`src/rtl/link_recovery_escalation_watchdog_unit_defines.svh`:
```
// Assertion macros shared by the link recovery watchdog RTL.
// Each macro expects a clock named clk and a reset named rst in scope.
`ifndef LINK_RECOVERY_ESCALATION_WATCHDOG_UNIT_DEFINES_SVH
`define LINK_RECOVERY_ESCALATION_WATCHDOG_UNIT_DEFINES_SVH

// Same-cycle implication, checked outside reset.
`define LREW_ASSERT_NOW(lbl, ante, cons, msg) \
  lbl: assert property (@(posedge clk) disable iff (rst) (ante) |-> (cons)) \
    else $error(msg);

// Next-cycle implication, checked outside reset.
`define LREW_ASSERT_NEXT(lbl, ante, cons, msg) \
  lbl: assert property (@(posedge clk) disable iff (rst) (ante) |=> (cons)) \
    else $error(msg);

`endif

```
`src/rtl/lrew_pkg.sv`:
```
// Types, codes and reset constants for the link recovery watchdog.
// No dependencies; used by lrew_if, lrew_policy and the watchdog unit.
package lrew_pkg;

  localparam int TIME_W   = 32;   // width of internal time arithmetic
  localparam int IN_TIME_W = 32;  // width of now_ms on the poll channel
  localparam int CFG_W    = 32;   // widest configuration register
  localparam int CNT_W    = 4;
  localparam int IDX_W    = 3;
  localparam int CMP_W    = (TIME_W > CFG_W) ? TIME_W : CFG_W;

  typedef enum logic [1:0] {
    ACT_NONE      = 2'd0,
    ACT_RECONNECT = 2'd1,
    ACT_REINIT    = 2'd2,
    ACT_RESTART   = 2'd3
  } action_t;

  typedef enum logic [IDX_W-1:0] {
    REG_RECONNECT_DELAY    = 3'd0,
    REG_RECONNECT_INTERVAL = 3'd1,
    REG_REINIT_DELAY       = 3'd2,
    REG_REINIT_INTERVAL    = 3'd3,
    REG_RESTART_DELAY      = 3'd4,
    REG_MAX_RECONNECTS     = 3'd5
  } reg_index_t;

  localparam logic [CFG_W-1:0] RST_RECONNECT_DELAY    = 32'd5000;
  localparam logic [CFG_W-1:0] RST_RECONNECT_INTERVAL = 32'd10000;
  localparam logic [CFG_W-1:0] RST_REINIT_DELAY       = 32'd45000;
  localparam logic [CFG_W-1:0] RST_REINIT_INTERVAL    = 32'd60000;
  localparam logic [CFG_W-1:0] RST_RESTART_DELAY      = 32'd300000;
  localparam logic [CNT_W-1:0] RST_MAX_RECONNECTS     = 4'd3;

  typedef struct packed {
    logic [CFG_W-1:0] reconnect_delay;
    logic [CFG_W-1:0] reconnect_interval;
    logic [CFG_W-1:0] reinit_delay;
    logic [CFG_W-1:0] reinit_interval;
    logic [CFG_W-1:0] restart_delay;
    logic [CNT_W-1:0] max_reconnects;
  } cfg_t;

  typedef struct packed {
    logic [TIME_W-1:0] outage_start;
    logic [TIME_W-1:0] last_action_time;
    logic [CNT_W-1:0]  reconnect_count;
    logic              reinit_done;
  } track_t;

endpackage

```
`src/rtl/lrew_if.sv`:
```
// Valid/ready channel interfaces for the poll input and the action result.
// Depends on lrew_pkg for field widths.
interface lrew_poll_if;
  logic                             valid;
  logic                             ready;
  logic [lrew_pkg::IN_TIME_W-1:0]   now_ms;
  logic                             link_up;

  modport source (output valid, output now_ms, output link_up, input ready);
  modport sink   (input valid, input now_ms, input link_up, output ready);
endinterface

interface lrew_act_if;
  logic                         valid;
  logic                         ready;
  logic [1:0]                   action;
  logic [lrew_pkg::CNT_W-1:0]   attempt_count;
  logic                         offline;

  modport source (output valid, output action, output attempt_count, output offline,
                  input ready);
  modport sink   (input valid, input action, input attempt_count, input offline,
                  output ready);
endinterface

```
`src/rtl/lrew_policy.sv`:
```
// Escalation policy: one poll against the tracking state gives the action
// and the next tracking state. Pure logic; depends on lrew_pkg.
module lrew_policy (
  input  lrew_pkg::cfg_t                  cfg,
  input  lrew_pkg::track_t                track,
  input  logic [lrew_pkg::IN_TIME_W-1:0]  now_ms,
  input  logic                            link_up,
  output lrew_pkg::track_t                track_next,
  output lrew_pkg::action_t               action
);

  logic [lrew_pkg::TIME_W-1:0] now;
  logic [lrew_pkg::TIME_W-1:0] offline_time;
  logic [lrew_pkg::TIME_W-1:0] since_action;
  logic                        restart_due;
  logic                        reinit_due;
  logic                        reconnect_due;

  assign now          = lrew_pkg::TIME_W'(now_ms);
  assign offline_time = now - track.outage_start;
  assign since_action = now - track.last_action_time;

  assign restart_due = lrew_pkg::CMP_W'(offline_time) >= lrew_pkg::CMP_W'(cfg.restart_delay);
  assign reinit_due  = (lrew_pkg::CMP_W'(offline_time) >= lrew_pkg::CMP_W'(cfg.reinit_delay))
                       && (!track.reinit_done ||
                           lrew_pkg::CMP_W'(since_action) >=
                           lrew_pkg::CMP_W'(cfg.reinit_interval));
  assign reconnect_due =
      (lrew_pkg::CMP_W'(offline_time) >= lrew_pkg::CMP_W'(cfg.reconnect_delay))
      && (track.reconnect_count < cfg.max_reconnects)
      && (lrew_pkg::CMP_W'(since_action) >= lrew_pkg::CMP_W'(cfg.reconnect_interval));

  always_comb begin
    track_next = track;
    action     = lrew_pkg::ACT_NONE;
    if (link_up) begin
      track_next = '0;
    end else if (track.outage_start == '0) begin
      // zero marks "no outage", so an outage opening at time zero is kept as 1
      track_next.outage_start     = (now == '0) ? lrew_pkg::TIME_W'(1) : now;
      track_next.last_action_time = now;
      track_next.reconnect_count  = '0;
      track_next.reinit_done      = 1'b0;
    end else if (restart_due) begin
      action     = lrew_pkg::ACT_RESTART;
      track_next = '0;
    end else if (reinit_due) begin
      action                      = lrew_pkg::ACT_REINIT;
      track_next.last_action_time = now;
      track_next.reconnect_count  = '0;
      track_next.reinit_done      = 1'b1;
    end else if (reconnect_due) begin
      action                      = lrew_pkg::ACT_RECONNECT;
      track_next.reconnect_count  = track.reconnect_count + lrew_pkg::CNT_W'(1);
      track_next.last_action_time = now;
    end
  end

endmodule

```
`src/rtl/link_recovery_escalation_watchdog_unit.sv`:
```
// Link recovery watchdog: takes one poll (time, link status) per cycle and
// returns one recovery action per poll (none, reconnect, reinit, restart).
// Throughput is one poll per clock while the result side keeps up; each poll passes
// through the input register and then the result register, and the tracking state
// is updated as the poll moves from the first to the second. Both
// registers stall only when the result side holds ready low. Configuration
// writes take effect on the next cycle and should be made while idle.
// Depends on lrew_pkg, lrew_if, lrew_policy and the assertion header.
`include "link_recovery_escalation_watchdog_unit_defines.svh"

module link_recovery_escalation_watchdog_unit (
  input  logic                          clk,
  input  logic                          rst,
  input  logic                          cfg_we,
  input  logic [lrew_pkg::IDX_W-1:0]    cfg_index,
  input  logic [lrew_pkg::CFG_W-1:0]    cfg_wdata,
  lrew_poll_if.sink                     poll,
  lrew_act_if.source                    result
);

  lrew_pkg::cfg_t    cfg;
  lrew_pkg::track_t  track;
  lrew_pkg::track_t  track_next;
  lrew_pkg::action_t action_next;

  logic                             s1_valid;
  logic [lrew_pkg::IN_TIME_W-1:0]   s1_now;
  logic                             s1_up;
  logic                             out_valid;
  logic                             out_take;
  logic                             s1_fire;
  logic [1:0]                       out_action;
  logic [lrew_pkg::CNT_W-1:0]       out_attempt;
  logic                             out_offline;

  // configuration registers
  always_ff @(posedge clk) begin
    if (rst) begin
      cfg.reconnect_delay    <= lrew_pkg::RST_RECONNECT_DELAY;
      cfg.reconnect_interval <= lrew_pkg::RST_RECONNECT_INTERVAL;
      cfg.reinit_delay       <= lrew_pkg::RST_REINIT_DELAY;
      cfg.reinit_interval    <= lrew_pkg::RST_REINIT_INTERVAL;
      cfg.restart_delay      <= lrew_pkg::RST_RESTART_DELAY;
      cfg.max_reconnects     <= lrew_pkg::RST_MAX_RECONNECTS;
    end else if (cfg_we) begin
      case (cfg_index)
        lrew_pkg::REG_RECONNECT_DELAY:    cfg.reconnect_delay    <= cfg_wdata;
        lrew_pkg::REG_RECONNECT_INTERVAL: cfg.reconnect_interval <= cfg_wdata;
        lrew_pkg::REG_REINIT_DELAY:       cfg.reinit_delay       <= cfg_wdata;
        lrew_pkg::REG_REINIT_INTERVAL:    cfg.reinit_interval    <= cfg_wdata;
        lrew_pkg::REG_RESTART_DELAY:      cfg.restart_delay      <= cfg_wdata;
        lrew_pkg::REG_MAX_RECONNECTS:
          cfg.max_reconnects <= cfg_wdata[lrew_pkg::CNT_W-1:0];
        default: ;
      endcase
    end
  end

  assign out_take   = !out_valid || result.ready;
  assign s1_fire    = s1_valid && out_take;
  assign poll.ready = !s1_valid || out_take;

  // input register
  always_ff @(posedge clk) begin
    if (rst) begin
      s1_valid <= 1'b0;
    end else if (poll.ready) begin
      s1_valid <= poll.valid;
    end
  end

  always_ff @(posedge clk) begin
    if (poll.valid && poll.ready) begin
      s1_now <= poll.now_ms;
      s1_up  <= poll.link_up;
    end
  end

  lrew_policy u_policy (
    .cfg        (cfg),
    .track      (track),
    .now_ms     (s1_now),
    .link_up    (s1_up),
    .track_next (track_next),
    .action     (action_next)
  );

  // tracking state advances only when a poll moves into the result register
  always_ff @(posedge clk) begin
    if (rst) begin
      track <= '0;
    end else if (s1_fire) begin
      track <= track_next;
    end
  end

  // result register
  always_ff @(posedge clk) begin
    if (rst) begin
      out_valid <= 1'b0;
    end else if (out_take) begin
      out_valid <= s1_valid;
    end
  end

  always_ff @(posedge clk) begin
    if (s1_fire) begin
      out_action  <= action_next;
      out_attempt <= track_next.reconnect_count;
      out_offline <= (track_next.outage_start != '0);
    end
  end

  assign result.valid         = out_valid;
  assign result.action        = out_action;
  assign result.attempt_count = out_attempt;
  assign result.offline       = out_offline;

  `LREW_ASSERT_NOW(a_restart_clears, out_valid && out_action == lrew_pkg::ACT_RESTART, out_attempt == '0 && !out_offline, "restart result must report a cleared state")
  `LREW_ASSERT_NOW(a_reconnect_counts, out_valid && out_action == lrew_pkg::ACT_RECONNECT, out_attempt != '0, "reconnect result must carry a nonzero attempt count")
  `LREW_ASSERT_NOW(a_idle_track_clear, track.outage_start == '0, track.reconnect_count == '0 && !track.reinit_done, "tracking state set without an outage")
  `LREW_ASSERT_NEXT(a_link_up_online, s1_fire && s1_up, out_valid && !out_offline && out_action == lrew_pkg::ACT_NONE, "link-up poll must give an online, no-action result")

endmodule

```
`src/flat_wrapper.sv`:
```
// flat-port wrapper written by rule: the top's interface ports become plain ports
module link_recovery_escalation_watchdog_unit_flat 
  (clk, rst, cfg_we, cfg_index, cfg_wdata, poll_valid, poll_now_ms, poll_link_up, poll_ready, result_valid, result_action, result_attempt_count, result_offline, result_ready);
  lrew_poll_if poll_i ();
  lrew_act_if result_i ();
  input  logic clk;
  input  logic rst;
  input  logic cfg_we;
  input  logic [lrew_pkg::IDX_W-1:0] cfg_index;
  input  logic [lrew_pkg::CFG_W-1:0] cfg_wdata;
  input wire logic [$bits(poll_i.valid)-1:0] poll_valid;
  input wire logic [$bits(poll_i.now_ms)-1:0] poll_now_ms;
  input wire logic [$bits(poll_i.link_up)-1:0] poll_link_up;
  output wire logic [$bits(poll_i.ready)-1:0] poll_ready;
  output wire logic [$bits(result_i.valid)-1:0] result_valid;
  output wire logic [$bits(result_i.action)-1:0] result_action;
  output wire logic [$bits(result_i.attempt_count)-1:0] result_attempt_count;
  output wire logic [$bits(result_i.offline)-1:0] result_offline;
  input wire logic [$bits(result_i.ready)-1:0] result_ready;
  assign poll_i.valid = poll_valid;
  assign poll_i.now_ms = poll_now_ms;
  assign poll_i.link_up = poll_link_up;
  assign poll_ready = poll_i.ready;
  assign result_valid = result_i.valid;
  assign result_action = result_i.action;
  assign result_attempt_count = result_i.attempt_count;
  assign result_offline = result_i.offline;
  assign result_i.ready = result_ready;
  link_recovery_escalation_watchdog_unit u_core (.clk(clk), .rst(rst), .cfg_we(cfg_we), .cfg_index(cfg_index), .cfg_wdata(cfg_wdata), .poll(poll_i), .result(result_i));
endmodule
```
`config.mk`:
```
export PLATFORM = sky130hd
export DESIGN_NAME = link_recovery_escalation_watchdog_unit_flat
export DESIGN_NICKNAME = d
export VERILOG_FILES = /design/src/rtl/lrew_pkg.sv /design/src/rtl/lrew_if.sv /design/src/rtl/lrew_policy.sv /design/src/rtl/link_recovery_escalation_watchdog_unit.sv /design/src/flat_wrapper.sv
export VERILOG_INCLUDE_DIRS = /design/src /design/src/rtl
export SDC_FILE = /design/constraint.sdc
export NUM_CORES = 1
export LEC_CHECK = 0
export BUFFER_PORTS_ARGS = -buffer_cell sky130_fd_sc_hd__buf_2
export CAP_MARGIN = 20
export CORE_UTILIZATION = 65
export CTS_BUF_LIST = sky130_fd_sc_hd__clkbuf_16
export CTS_CLUSTER_SIZE = 12
export DETAILED_ROUTE_END_ITERATION = 6
export PLACE_DENSITY = 0.82
export RECOVER_POWER = 25
export SYNTH_ARGS = -nofsm -noshare
export SYNTH_HDL_FRONTEND = slang
export SYNTH_SLANG_ARGS = --single-unit
```
`constraint.sdc`:
```
create_clock -name clk -period 12.1 [get_ports clk]
set_input_delay 1.815 -clock clk [delete_from_list [all_inputs] [get_ports clk]]
set_output_delay 1.815 -clock clk [all_outputs]
set_load 0.01 [all_outputs]
```
# ---- Word level (Yosys, flattened, before mapping)
# Index checks and enable logic that the tools add are counted.
dict set report op_classes {
  reduce_logical 26
  n_eq_ne 5
  n_lt_le_gt_ge 6
  addsub 3
  mux 11
}
# op n
set op_table {}
lappend op_table {{$ge A32 B32 Y1} 5}
lappend op_table {{$mux W69} 2}
lappend op_table {{$mux W36} 2}
lappend op_table {{$logic_not A32 Y1} 2}
lappend op_table {{$mux W32} 2}
lappend op_table {{$sub A32 B32 Y32} 2}
lappend op_table {{$mux W37} 1}
lappend op_table {{$reduce_bool A32 Y1} 1}
lappend op_table {{$reduce_and A2 Y1} 8}
lappend op_table {{$eq A3 B2 Y1 const B} 2}
lappend op_table {{$eq A3 B3 Y1 const B} 2}
lappend op_table {{$logic_and A1 B1 Y1} 5}
lappend op_table {{$reduce_bool A5 Y1} 1}
lappend op_table {{$add A4 B1 Y4 const B} 1}
lappend op_table {{$lt A4 B4 Y1} 1}
lappend op_table {{$mux W2} 2}
lappend op_table {{$reduce_bool A4 Y1} 1}
lappend op_table {{$eq A3 B1 Y1 const B} 1}
lappend op_table {{$logic_not A1 Y1} 3}
lappend op_table {{$logic_not A3 Y1} 1}
lappend op_table {{$logic_or A1 B1 Y1} 3}
lappend op_table {{$mux W1} 2}
lappend op_table {{$reduce_or A2 Y1} 1}
dict set report totals {
  output_inout_bits 9
  register_bits 275
  wordCells 68
}

# ---- Logic depth before layout (Yosys ltp)
dict set report logic_depth {
  word_depth 10
  ltp_mapped 26
}

# ---- By module
# A second synthesis with hierarchy kept.
dict set report hier_totals {
  cells_unflattened 2246
  area_unflattened_um2 17820.8
}
# module cells_per_inst seq_area_each_um2 n_inst area_per_inst_um2
set by_module_without_submodules {}
lappend by_module_without_submodules {link_recovery_escalation_watchdog_unit 1096 5905.7 1 9739.3}
lappend by_module_without_submodules {lrew_policy 1150 0.0 1 8081.5}

# ---- Worst setup path after synthesis
# OpenSTA, ideal clock, no wires.
dict set report synth_path {
  path_kind {flip-flop to flip-flop}
  from {reg u_core.s1_now[0] (netlist bit)}
  to {reg, netlist name u_core.track[6]}
  path_stages_with_launch 25
  setup_ns 0.117
  arrival_time_ns 5.226
  required_ns 11.983
  slack_ns 6.757
  path_cell_list {edfxtp_1 > inv_1 > ha_1 > inv_1 > fa_1 > a21oi_1 > o21ai_0 > a21oi_1 > o31a_1 > o31ai_1 > a2111oi_0 > o21ai_0 > a31oi_1 > o31ai_1 > xor2_1 > ha_1 > nand4_1 > nor3_1 > or4b_1 > o21ai_0 > o211ai_1 > a41oi_1 > nor2_1 > buf_2 > a22o_1}
}
dict set report synth_via {
  elab_chain_len 8
  word_cells_on_any_way 17
}
# item line_no
set synth_rtl {}
lappend synth_rtl {{start, declared} link_recovery_escalation_watchdog_unit.sv:27} ;# logic [lrew_pkg::IN_TIME_W-1:0] s1_now;
lappend synth_rtl {{start signal, assigned} link_recovery_escalation_watchdog_unit.sv:74} ;# s1_now <= poll.now_ms;
lappend synth_rtl {{$sub A32 B32 Y32} lrew_policy.sv:21} ;# assign since_action = now - track.last_action_time;
lappend synth_rtl {{$ge A32 B32 Y1} lrew_policy.sv:26} ;# lrew_pkg::CMP_W'(since_action) >=
lappend synth_rtl {{$logic_or A1 B1 Y1} lrew_policy.sv:25} ;# && (!track.reinit_done ||
lappend synth_rtl {{$logic_and A1 B1 Y1} lrew_policy.sv:25}
lappend synth_rtl {{$mux W36} lrew_policy.sv:47} ;# end else if (reinit_due) begin
lappend synth_rtl {{$mux W37} lrew_policy.sv:44} ;# end else if (restart_due) begin
lappend synth_rtl {{$mux W69} lrew_policy.sv:38} ;# end else if (track.outage_start == '0) begin
lappend synth_rtl {{$mux W69} lrew_policy.sv:36} ;# if (link_up) begin
# Several ways; a longest one is shown, not always the timed one.
# A chain may end at the register's enable or synchronous reset.

# ---- Worst setup path after layout
dict set report layout_path {
  from {reg u_core.s1_now[0] (netlist bit)}
  to {reg, netlist name u_core.track[34]}
}
dict set report layout_via {
  elab_chain_len 8
  word_cells_on_any_way 17
}
# item line_no
set layout_rtl {}
lappend layout_rtl {{$sub A32 B32 Y32} lrew_policy.sv:21}
lappend layout_rtl {{$ge A32 B32 Y1} lrew_policy.sv:26}
lappend layout_rtl {{$logic_or A1 B1 Y1} lrew_policy.sv:25}
lappend layout_rtl {{$logic_and A1 B1 Y1} lrew_policy.sv:25}
lappend layout_rtl {{$mux W36} lrew_policy.sv:47}
lappend layout_rtl {{$mux W37} lrew_policy.sv:44}
lappend layout_rtl {{$mux W69} lrew_policy.sv:38}
lappend layout_rtl {{$mux W69} lrew_policy.sv:36}
# Several ways; a longest one is shown, not always the timed one.

==> impl_metrics.tcl <==
set metrics [dict create \
    setup_viol 0 \
    via_count 14457 \
    drc 0 \
    ctsHoldBuffers 0 \
    grt_pass1_wl_um 72500 \
    synthToLayoutAreaGrowth_pct 9.18 \
    synth-main-ff-cell "dfxtp_1" \
    async_reset_ff_share_pct 0 \
    syn-num-nets 2320 \
    antenna_found_initial 0 \
    fp-row-count 58 \
    design_area_um2 18200 \
    diodes 0 \
    clock-sinks 275 \
    power_mw 2.54 \
    routed_wl_um 45100 \
    critical_path_class "register to register" \
    final_core_util_pct 72.2 \
    fin_crit_ns 7.27 \
    finalWeightedCongestion 0.925 \
    ir_drop_uv 134 \
    pin_count 82 \
    grt_pass1_vias 14182 \
    die_area_um2 26300 \
    cp-start-kind "register" \
    ctsResizeCount 0 \
    placed_cell_area_um2 17400 \
    wl_per_cell_um 18.6 \
    clkTransAtPathRegs_ns 0.06 \
    fmax_ghz 0.137 \
    core_area_um2 25200 \
    finalHoldViolCount 0 \
    grt.total_usage_pct 34.9 \
    min_period_over_period_pct 60.1 \
    worstSkewPairLatency_ns 0.55 \
    crit_path_max_fanout 21 \
    detail_route.first_pass.iterations 5 \
    slew_violations 72 \
    syn-instance-count 2019 \
    port_buffers 81 \
    cts_tree "done" \
    grt_max_degree 83 \
    hp-class "register to register" \
    place_ws_ns 5.01 \
    hpwlAfterDp_um 34100 \
    leakage_nw 7.49 \
    clockBufferDepth 3 \
    drv_cap 2 \
    drt-initial-drc-count 1027 \
    die_h_um 162 \
    status "finished, violations left" \
    synth_edf_count 40 \
    synth_sequential_area_ratio_pct 35.5 \
    synth_seq_cells 275 \
    required_ns 12.53 \
    synth_area_per_cell_um2 8.25 \
    netlist_area_um2 16700 \
    nNetsFinal 2376 \
    worst_slew_pin_slew_ns 2.08 \
    rsz0062_at_grt "false" \
    endpoint_kind "register" \
    yosysWarnings 0 \
    final.setup.worst_slack_ns 4.83 \
    drive_gt1_share_pct 7.16 \
    overflow 0 \
    violations "max-capacitance violations, max-slew violations" \
    power_density_nw_per_um2 140 \
    postRouteAntennaNets 0 \
    cts-buffers-inserted 29 \
    clock_skew_ns 0.00855 \
    synth_cell_types 67 \
    maxSlewHeadroom_pct -38.6 \
    setup_tns_ns 0 \
    cts_max_level 1 \
    cts_root_buf "clkbuf_16" \
    die_x_um 162 \
    worstPathArrival_ns 7.71 \
    via_per_inst 5.96 \
    start_util_pct 66.1 \
    postCtsSetupRepairBufs 0 \
]
## state kept, by name (all words and copies together), names as in the netlist
register / count
u_core.cfg: 164
u_core.result.action: 2
u_core.result.attempt_count: 4
u_core.result.offline: 1
u_core.result.valid: 1
u_core.s1_now: 32
u_core.s1_up: 1
u_core.s1_valid: 1
u_core.track: 69
## cell usage after synthesis, types with 5 or more instances
cell | n | area share [%]
nand3_1 | 17 | 0.51
o21a_1 | 7 | 0.32
nor4_1 | 20 | 0.75
o21bai_1 | 5 | 0.23
a22oi_1 | 31 | 1.4
o31ai_1 | 5 | 0.23
a31oi_1 | 8 | 0.30
nand4_1 | 30 | 1.1
nor2b_1 | 15 | 0.56
a211o_1 | 13 | 0.68
xnor2_1 | 42 | 2.2
o21ai_0 | 46 | 1.4
xor2_1 | 19 | 1.0
inv_1 | 242 | 5.5
nand2b_1 | 28 | 1.1
nand2_1 | 338 | 7.6
a21oi_1 | 209 | 6.3
a211oi_1 | 8 | 0.36
ha_1 | 226 | 17
a22o_1 | 31 | 1.6
nor3_1 | 21 | 0.63
edfxtp_1 | 40 | 7.2
clkbuf_1 | 64 | 1.4
o211ai_1 | 25 | 1.1
nand3b_1 | 16 | 0.72
and3_1 | 10 | 0.38
dfxtp_1 | 235 | 28
nor2_1 | 113 | 2.5
a21o_1 | 80 | 3.6
## worst max-delay path, cell delays in order, from the launching register on
cell and delay [ns]:
edfxtp_1 0.43, inv_1 0.11, ha_1 0.18, inv_1 0.05
fa_1 0.39, a21oi_1 0.19, o21ai_0 0.10, a21oi_1 0.30
o31a_1 0.23, o31ai_1 0.12, a2111oi_0 0.92, o21ai_0 0.26
a31oi_1 0.29, o21bai_1 0.10, xnor2_1 0.18, ha_1 0.31
nand4_1 0.13, nor3_1 0.28, or4b_1 0.45, o21ai_0 0.41
o211ai_1 0.41, a41oi_1 0.58, nor2_2 0.26, buf_16 0.24
a22o_1 0.23
## area by class of cell
type	count	area, um^2
multi-input cells	1431	9590
fillers	1957	7000
well taps	330	413
repair buffers	95	543
clock buffers	29	726
clock inverters	21	88.8
flip-flops and latches	275	5910
inverters	243	912
## path summary, 6_finish.rpt
check                                  start                             to  slack, ns  depth (start not counted)
setup / recovery  u_core.s1_now[0]$_DFFE_PP_  u_core.track[34]$_SDFFE_PP0P_       4.83                         24
setup reg to reg  u_core.s1_now[0]$_DFFE_PP_  u_core.track[34]$_SDFFE_PP0P_       4.83                         24
hold / removal    u_core.cfg[6]$_SDFFE_PP0P_     u_core.cfg[6]$_SDFFE_PP0P_       0.45                          2
hold reg to reg   u_core.cfg[6]$_SDFFE_PP0P_     u_core.cfg[6]$_SDFFE_PP0P_       0.45                          2
## routing by layer
layer	wire, um	up-vias	global-route usage [%]
met5	0	-	0
met4	2090	0	16.0
met3	2340	109	3.63
met2	21900	455	61.1
met1	18700	6817	43.2
li1	-	7076	-
## where the power goes
part           internal, mW  switching (mW)
Combinational         0.298           0.453
Clock                 0.429           0.360
Sequential            0.968          0.0302
Total                  1.69           0.843
## cell usage in the layout (no fill, tap or decap), drive strengths merged, types with 4 or more instances in the layout
| cell | instances |
|---|---|
| a2111oi | 4 |
| a211o | 13 |
| a211oi | 9 |
| a21o | 80 |
| a21oi | 210 |
| a221oi | 4 |
| a22o | 31 |
| a22oi | 31 |
| a31o | 4 |
| a31oi | 8 |
| and3 | 10 |
| buf | 91 |
| clkbuf | 33 |
| clkinv | 10 |
| dfxtp | 235 |
| edfxtp | 40 |
| ha | 226 |
| inv | 253 |
| nand2 | 338 |
| nand2b | 28 |
| nand3 | 17 |
| nand3b | 16 |
| nand4 | 30 |
| nor2 | 113 |
| nor2b | 15 |
| nor3 | 21 |
| nor4 | 20 |
| o211ai | 27 |
| o21a | 7 |
| o21ai | 48 |
| o21bai | 5 |
| o31ai | 6 |
| or2 | 4 |
| xnor2 | 42 |
| xor2 | 19 |
## cells by family after synthesis
| kind of cell | share of synthesized area (%) |
|---|---|
| and+or+nand+nor | 16.9 |
| AOI/OAI and AO/OA | 20.0 |
| buffers and inverters | 7.08 |
| DFF | 35.5 |
| adders and majority gates | 17.2 |
| xor gates and xnor gates | 3.21 |
| muxes | 0.120 |
## through the flow
| step | cells | hold slack, ns |
|---|---|---|
| finish | 2424 | 0.454 |
| global route | 2424 | 0.469 |
| CTS | 2424 | 0.454 |
| detailed placement | 2374 | 0.446 |
| global placement | 2372 | 0.441 |
| floorplan | 2019 | 0.435 |
Power figures use the tool's default switching activity.
